===== src/sv/pte_pkg.sv =====
`default_nettype none
package pte_pkg;
	localparam int TableDepth = 16;
	localparam int LifeBits = 16;
	localparam int IdW = 60;
	localparam int KindW = 3;
	localparam int TxnW = 32;
	localparam int LifeInW = 16;
	localparam int CountW = 5;

	localparam logic [1:0] REQ_ADD = 2'd0;
	localparam logic [1:0] REQ_REMOVE = 2'd1;
	localparam logic [1:0] REQ_PAGE = 2'd2;
	localparam logic [1:0] REQ_TICK = 2'd3;

	localparam logic [1:0] RES_ADD = 2'd0;
	localparam logic [1:0] RES_REMOVE = 2'd1;
	localparam logic [1:0] RES_PAGE = 2'd2;
	localparam logic [1:0] RES_SUMMARY = 2'd3;
endpackage
`default_nettype wire


===== src/sv/pte_mem.sv =====
`default_nettype none
module pte_mem #(
	parameter int DEPTH = 16,
	parameter int WIDTH = 8,
	localparam int AW = $clog2(DEPTH)
) (
	input  wire logic             clk,
	input  wire logic             we,
	input  wire logic [AW-1:0]    waddr,
	input  wire logic [WIDTH-1:0] wdata,
	input  wire logic [AW-1:0]    raddr,
	output logic      [WIDTH-1:0] rdata
);
	logic [WIDTH-1:0] mem [DEPTH];

	always_ff @(posedge clk) begin
		if (we) mem[waddr] <= wdata;
		rdata <= mem[raddr];
	end
endmodule
`default_nettype wire


===== src/sv/paging_table_with_expiry.sv =====
// channel | signals                                                  | handshake
// request | req_type mobile_id chan_kind txn_number lifetime         | start, busy
// result  | result_kind first_id first_kind second_id second_kind    | strobe
//         | has_second found_txn entry_count was_renewed table_full  |
//         | last_result                                              |
// one item at a time; the table sits in one memory with a registered read port, and
// each request walks the n used entries once while busy.
// page all purges expired entries in that walk, then reads the m survivors back in
// pairs, a lone last one on its own, and then gives the summary.
// reset clears only the entry count and control; no clearing pass.
// results go out with strobe, each page message twice in a row; a tick gives none; the receiver cannot stall.
`default_nettype none
module paging_table_with_expiry #(
	parameter int TABLE_DEPTH = pte_pkg::TableDepth,
	parameter int LIFE_BITS = pte_pkg::LifeBits
) (
	input  wire logic        clk,
	input  wire logic        arst_n,
	input  wire logic        start,
	output logic             busy,
	input  wire logic [1:0]  req_type,
	input  wire logic [59:0] mobile_id,
	input  wire logic [2:0]  chan_kind,
	input  wire logic [31:0] txn_number,
	input  wire logic [15:0] lifetime,
	output logic             strobe,
	output logic [1:0]       result_kind,
	output logic [59:0]      first_id,
	output logic [2:0]       first_kind,
	output logic [59:0]      second_id,
	output logic [2:0]       second_kind,
	output logic             has_second,
	output logic [31:0]      found_txn,
	output logic [4:0]       entry_count,
	output logic             was_renewed,
	output logic             table_full,
	output logic             last_result
);
	localparam int AW = $clog2(TABLE_DEPTH);
	localparam int CW = $clog2(TABLE_DEPTH + 1);
	localparam int EW = 60 + 3 + 32 + LIFE_BITS;
	localparam logic [CW-1:0] FULL = CW'(TABLE_DEPTH);

	localparam logic [2:0] ST_IDLE = 3'd0;
	localparam logic [2:0] ST_SCAN = 3'd1;
	localparam logic [2:0] ST_DONE = 3'd2;
	localparam logic [2:0] ST_PAGE = 3'd3;
	localparam logic [2:0] ST_SUM = 3'd4;

	localparam logic [1:0] REQ_ADD_C = pte_pkg::REQ_ADD;
	localparam logic [1:0] REQ_REM_C = pte_pkg::REQ_REMOVE;
	localparam logic [1:0] REQ_TICK_C = pte_pkg::REQ_TICK;

	typedef struct packed {
		logic [59:0]          id;
		logic [2:0]           kind;
		logic [31:0]          txn;
		logic [LIFE_BITS-1:0] life;
	} entry_t;

	logic [2:0]    state_q;
	logic [CW-1:0] used_q, rd_q, wr_q;
	logic          rv_q;
	logic [1:0]    req_q;
	logic [59:0]   id_q;
	logic [2:0]    kind_q;
	logic [31:0]   txn_q;
	logic [LIFE_BITS-1:0] life_q;
	logic          found_q;
	logic [31:0]   ftxn_q;
	logic          half_q, rep_q;
	entry_t        first_q;

	logic          we;
	logic [AW-1:0] waddr, raddr;
	entry_t        wdata, rdata;

	pte_mem #(.DEPTH(TABLE_DEPTH), .WIDTH(EW)) u_mem (
		.clk(clk), .we(we), .waddr(waddr), .wdata(wdata),
		.raddr(raddr), .rdata(rdata)
	);

	assign busy = (state_q != ST_IDLE);
	assign raddr = rd_q[AW-1:0];

	// scan step: rdata holds the entry read last cycle, written back compacted at wr_q
	logic hit, keep;
	always_comb begin
		hit = rv_q && (rdata.id == id_q) && !found_q;
		keep = 1'b1;
		we = 1'b0;
		waddr = wr_q[AW-1:0];
		wdata = rdata;
		if (state_q == ST_SCAN && rv_q) begin
			case (req_q)
				REQ_ADD_C: begin
					if (hit) begin
						we = 1'b1;
						wdata.life = life_q;
					end
				end
				REQ_REM_C: begin
					keep = !hit;
					we = !hit;
				end
				REQ_TICK_C: begin
					we = 1'b1;
					if (rdata.life != '0) wdata.life = rdata.life - 1'b1;
				end
				default: begin
					keep = (rdata.life != '0);
					we = keep;
				end
			endcase
		end else if (state_q == ST_DONE && req_q == REQ_ADD_C && !found_q && used_q < FULL) begin
			we = 1'b1;
			waddr = used_q[AW-1:0];
			wdata.id = id_q;
			wdata.kind = kind_q;
			wdata.txn = txn_q;
			wdata.life = life_q;
		end
	end

	always_ff @(posedge clk or negedge arst_n) begin
		if (!arst_n) begin
			state_q <= ST_IDLE;
			used_q <= '0;
			rd_q <= '0;
			wr_q <= '0;
			rv_q <= 1'b0;
			strobe <= 1'b0;
			half_q <= 1'b0;
			rep_q <= 1'b0;
		end else begin
			strobe <= 1'b0;
			case (state_q)
				ST_IDLE: begin
					if (start) begin
						req_q <= req_type;
						id_q <= mobile_id;
						kind_q <= chan_kind;
						txn_q <= txn_number;
						life_q <= LIFE_BITS'(lifetime);
						found_q <= 1'b0;
						ftxn_q <= '0;
						rd_q <= '0;
						wr_q <= '0;
						rv_q <= 1'b0;
						state_q <= ST_SCAN;
					end
				end
				ST_SCAN: begin
					if (rv_q) begin
						if (hit) begin
							found_q <= 1'b1;
							ftxn_q <= rdata.txn;
						end
						if (keep) wr_q <= wr_q + 1'b1;
					end
					if (rd_q < used_q) begin
						rd_q <= rd_q + 1'b1;
						rv_q <= 1'b1;
					end else begin
						rv_q <= 1'b0;
						if (!rv_q) state_q <= ST_DONE;
					end
				end
				ST_DONE: begin
					case (req_q)
						REQ_ADD_C: begin
							if (!found_q && used_q < FULL) used_q <= used_q + 1'b1;
							result_kind <= pte_pkg::RES_ADD;
							was_renewed <= found_q;
							table_full <= !found_q && used_q >= FULL;
							found_txn <= '0;
						end
						REQ_REM_C: begin
							used_q <= wr_q;
							result_kind <= pte_pkg::RES_REMOVE;
							was_renewed <= 1'b0;
							table_full <= 1'b0;
							found_txn <= ftxn_q;
						end
						default: ;
					endcase
					first_id <= '0;
					first_kind <= '0;
					second_id <= '0;
					second_kind <= '0;
					has_second <= 1'b0;
					entry_count <= '0;
					last_result <= 1'b1;
					if (req_q == REQ_ADD_C || req_q == REQ_REM_C) begin
						strobe <= 1'b1;
						state_q <= ST_IDLE;
					end else if (req_q == REQ_TICK_C) begin
						state_q <= ST_IDLE;
					end else begin
						used_q <= wr_q;
						rd_q <= '0;
						rv_q <= 1'b0;
						half_q <= 1'b0;
						rep_q <= 1'b0;
						state_q <= ST_PAGE;
					end
				end
				ST_PAGE: begin
					// read survivors; a page goes out twice, first from register then repeat
					if (rep_q) begin
						strobe <= 1'b1;
						rep_q <= 1'b0;
					end else if (rv_q) begin
						rv_q <= 1'b0;
						if (!half_q && rd_q < used_q) begin
							first_q <= rdata;
							half_q <= 1'b1;
							rd_q <= rd_q + 1'b1;
							rv_q <= 1'b1;
						end else begin
							strobe <= 1'b1;
							rep_q <= 1'b1;
							result_kind <= pte_pkg::RES_PAGE;
							found_txn <= '0;
							was_renewed <= 1'b0;
							table_full <= 1'b0;
							entry_count <= '0;
							last_result <= 1'b0;
							half_q <= 1'b0;
							if (half_q) begin
								first_id <= first_q.id;
								first_kind <= first_q.kind;
								second_id <= rdata.id;
								second_kind <= rdata.kind;
								has_second <= 1'b1;
							end else begin
								first_id <= rdata.id;
								first_kind <= rdata.kind;
								second_id <= '0;
								second_kind <= '0;
								has_second <= 1'b0;
							end
						end
					end else if (half_q) begin
						// lone last entry
						strobe <= 1'b1;
						rep_q <= 1'b1;
						result_kind <= pte_pkg::RES_PAGE;
						found_txn <= '0;
						was_renewed <= 1'b0;
						table_full <= 1'b0;
						entry_count <= '0;
						last_result <= 1'b0;
						half_q <= 1'b0;
						first_id <= first_q.id;
						first_kind <= first_q.kind;
						second_id <= '0;
						second_kind <= '0;
						has_second <= 1'b0;
					end else if (rd_q < used_q) begin
						rd_q <= rd_q + 1'b1;
						rv_q <= 1'b1;
					end else begin
						state_q <= ST_SUM;
					end
				end
				ST_SUM: begin
					strobe <= 1'b1;
					result_kind <= pte_pkg::RES_SUMMARY;
					first_id <= '0;
					first_kind <= '0;
					second_id <= '0;
					second_kind <= '0;
					has_second <= 1'b0;
					found_txn <= '0;
					was_renewed <= 1'b0;
					table_full <= 1'b0;
					entry_count <= 5'(used_q);
					last_result <= 1'b1;
					state_q <= ST_IDLE;
				end
				default: state_q <= ST_IDLE;
			endcase
		end
	end

	a_count_bound: assert property (@(posedge clk) disable iff (!arst_n)
		used_q <= FULL) else $error("entry count beyond depth");
	a_no_strobe_idle_start: assert property (@(posedge clk) disable iff (!arst_n)
		strobe |-> $past(state_q) != ST_IDLE)
		else $error("unexpected strobe");
	a_compact: assert property (@(posedge clk) disable iff (!arst_n)
		state_q == ST_SCAN |-> wr_q <= rd_q) else $error("write passed read");
	a_write_scope: assert property (@(posedge clk) disable iff (!arst_n)
		we |-> state_q == ST_SCAN || state_q == ST_DONE) else $error("stray write");
endmodule
`default_nettype wire

===== config.mk =====
export PLATFORM = sky130hd
export DESIGN_NAME = paging_table_with_expiry
export DESIGN_NICKNAME = d
export VERILOG_FILES = /design/src/sv/pte_pkg.sv /design/src/sv/pte_mem.sv /design/src/sv/paging_table_with_expiry.sv
export SDC_FILE = /design/constraint.sdc
export NUM_CORES = 2
export LEC_CHECK = 0
export BUFFER_PORTS_ARGS = -buffer_cell sky130_fd_sc_hd__buf_2
export CAP_MARGIN = 30
export CORE_MARGIN = 2
export CORE_UTILIZATION = 45
export CTS_BUF_LIST = sky130_fd_sc_hd__clkbuf_8
export CTS_CLUSTER_DIAMETER = 50
export DETAILED_ROUTE_END_ITERATION = 10
export HOLD_SLACK_MARGIN = 0.15
export PLACE_DENSITY = 0.73
export SYNTH_ARGS = -nofsm -noshare
export SYNTH_HDL_FRONTEND = slang
export SYNTH_HIERARCHICAL = 1
export SYNTH_SLANG_ARGS = --single-unit

===== constraint.sdc =====
create_clock -name clk -period 11.2 [get_ports clk]
set_input_delay 0.56 -clock clk [delete_from_list [all_inputs] [get_ports clk]]
set_output_delay 0.56 -clock clk [all_outputs]
set_load 0.05 [all_outputs]

==> impl_metrics.env <==
export IMPL_status="finished clean"
export IMPL_ant_nets=0
export IMPL_dp_hpwl_um=139000
export IMPL_power_leakage_nw=33.2
export IMPL_fin_skew_ns=0.119
export IMPL_path_clk_slew_ns=0.06
export IMPL_numCtsBuffers=374
export IMPL_fmax_ghz=0.172
export IMPL_crit_type="register to register"
export IMPL_synthCells=4353
export IMPL_dp_cells=7056
export IMPL_yosysSeqAreaShare_pct=78.2
export IMPL_multi_input_area_mm2=0.0179
export IMPL_irDropWorstVdd_uv=177
export IMPL_finalSetupTns_ns=0
export IMPL_worst_pin_slew_ns=1.15
export IMPL_rows=160
export IMPL_initial_utilization_pct=45.3
export IMPL_cts_resized=0
export IMPL_finalSetupViolCount=0
export IMPL_grt_max_degree=161
export IMPL_layout_area_seq_mm2=0.0675
export IMPL_clock_sinks=2287
export IMPL_ys_ff_latch=2287
export IMPL_ys_flop_type="edfxtp_1"
export IMPL_crit_fanout=46
export IMPL_stdcell_count=7869
export IMPL_maxCapViolations=0
export IMPL_slew_headroom_pct=23.1
export IMPL_dieHeight_um=442
export IMPL_hp_class="primary input to register"
export IMPL_power_density_mw_per_mm2=255
export IMPL_fill_cells=14500
export IMPL_grt_pass1_vias=46200
export IMPL_wl_per_cell_um=29.0
export IMPL_async_flop_share_pct=0.962
export IMPL_post_route_util_pct=52.5
export IMPL_htree_levels=5
export IMPL_synth_area_mm2=0.0863
export IMPL_dieArea_mm2=0.195
export IMPL_clockBufferDepth=4
export IMPL_cp_required_ns=11.83
export IMPL_first_iter_violations=5948
export IMPL_grt_ovfl_total=0
export IMPL_nNetsFinal=5190
export IMPL_port_buffers=286
export IMPL_cp_buffers_inverters=3
export IMPL_drt_drc_violations_left=0
export IMPL_antenna_found_initial=18
export IMPL_slowest_delay_ns=0.82
export IMPL_synth_nets=4482
export IMPL_dpl_cell_area_mm2=0.0914
export IMPL_min_period_ns=5.82
export IMPL_crit_slowest_cell="buf_4"
export IMPL_clock_latency_ns=1.07
export IMPL_vias=46000
export IMPL_core_mm2=0.190
export IMPL_worstPathCellList="xnor2_1 -> nand4_1 -> nor4_1 -> nand4_1 -> nor3_2 -> buf_4 -> mux2_2 -> o21ai_0 -> nand3_1 -> nor3_2 -> buf_4 -> buf_4"
export IMPL_crit_path_end_kind="register"
export IMPL_avgSynthCellArea_um2=19.8
export IMPL_final_max_slew_viol_count=0
export IMPL_ios=287
export IMPL_first_pass_iters=8
export IMPL_period_share_pct=52.0
export IMPL_cpMostUsedCell="buf_4"
export IMPL_crit_arrival_ns=6.46
export IMPL_crit_path_start_kind="register"
export IMPL_cts_tree="yes"
export IMPL_drive_above_1_share_pct=26.3
export IMPL_crit_family="simple AND/OR/NAND/NOR gates"
export IMPL_cts_root_buffer="clkbuf_8"
export IMPL_grtUsageTotal_pct=23.1
export IMPL_synth_edf_count=2154
export IMPL_finalWirelength_um=229000
export IMPL_finalHoldViolCount=0
export IMPL_grt_pass1_wl_um=327000
export IMPL_area_growth_pct=15.9
export IMPL_vias_per_cell=5.85
export IMPL_rsz0062_at_grt="no"
export IMPL_gp_congestion=0.910
export IMPL_synth_cell_types=66
export IMPL_yosysWarnings=6
export IMPL_die_x_um=442
export IMPL_fin_area_mm2=0.100
-- logic make-up after synthesis --
logic type	after synthesis	synth area share [%]
AO/OA/AOI/OAI	448	3.59
XOR/XNOR	49	0.497
adder cells (fa/ha/maj)	13	0.188
buffers and inverters	268	1.41
flip-flops	2287	78.2
multiplexers	463	11.8
AND/OR/NAND/NOR	825	4.35
-- sequential cells by signal, indices dropped and copies added (netlist names), 16 cells and up --
| signal | cells |
|---|---|
| u_mem/mem | 1776 |
| u_mem/rdata | 111 |
| first_q | 63 |
| first_id | 60 |
| id_q | 60 |
| second_id | 60 |
| found_txn | 32 |
| ftxn_q | 32 |
| txn_q | 32 |
| life_q | 16 |
-- layout make-up --
class | instances | area share [%]
Sequential cell | 2287 | 67.4
Multi-Input combinational cell | 1798 | 17.9
Clock buffer | 413 | 5.68
Timing Repair Buffer | 558 | 4.30
Tap cell | 2511 | 3.14
Clock inverter | 252 | 1.37
Inverter | 42 | 0.158
Antenna cell | 8 | 0.0200
-- placed cells by master, fill, tap and decap left out, types with 38 or more instances in the layout --
cell type      count
nand2_1          523
buf_4            112
a21oi_1           77
clkinv_2          38
a22oi_1          224
clkinv_1          79
buf_2            289
mux4_2           444
clkbuf_8         413
and2_1           117
xnor2_1           43
dlygate4sd3_1    125
dfxtp_1          111
edfxtp_1        2154
inv_1            150
-- power by group --
part / switching, W / internal [W]
combinational: 0.00447 / 0.00226
sequential: 0.000560 / 0.0113
clock: 0.00323 / 0.00365
total: 0.00826 / 0.0173
-- synth_stat cells (14+ instances only) --
master	count	area share, %
buf_6	21	0.27
mux2i_1	17	0.20
nand4_1	17	0.12
nor2_1	39	0.17
o22ai_1	17	0.12
a21oi_1	77	0.45
a22oi_1	224	1.9
dfrtp_1	22	0.64
nor3_1	32	0.19
dfxtp_1	111	2.6
edfxtp_1	2154	75
and2_1	118	0.86
buf_1	15	0.065
nor4_1	14	0.10
inv_1	41	0.18
o21ai_0	52	0.30
mux4_2	444	12
xnor2_1	43	0.44
clkbuf_1	148	0.64
nor2b_1	18	0.13
nand2_1	526	2.3
buf_2	42	0.24
-- metal layers --
layer,part of all wire [%],vias to the layer above,routed length (um),global-route usage [%]
met3,9.8,488,22400,5.25
met1,36,23800,83200,29.8
met2,48,2670,110000,36.9
met5,0.025,-,56,0
li1,-,19100,-,-
met4,5.6,8,12800,12.1
-- worst paths after layout --
kind / from / endpoint / slack, ns / cells after the start
max: id_q[46] / u_mem/mem[12][79] / 5.38 / 12
min: txn_number[2] / txn_q[2] / 0.24 / 2
max reg2reg: id_q[46] / u_mem/mem[12][79] / 5.38 / 12
min reg2reg: u_mem/rdata[58] / first_q[58] / 0.46 / 0
max in group asynchronous: arst_n / rd_q[1] / 10.42 / 2
min in group asynchronous: arst_n / wr_q[4] / 0.27 / 2
-- per-stage QoR --
step	total power [W]	hold WS, ns	worst slack (ns)
floorplan	0.0163	0.264	0.304
global placement	0.0184	0.437	5.31
detailed placement	0.0187	0.447	5.49
CTS	0.0255	0.151	5.39
global route	0.0264	0.189	5.29
finish	0.0255	0.242	5.38
-- repair_timing --
| action | in CTS | in global routing |
|---|---|---|
| setup buffers | 0 | 0 |
| hold buffers | 125 | 0 |
| setup endpoints to repair | 0 | 0 |
| endpoints found under the hold margin | 136 | 0 |
Power figures use the tool's default switching activity.
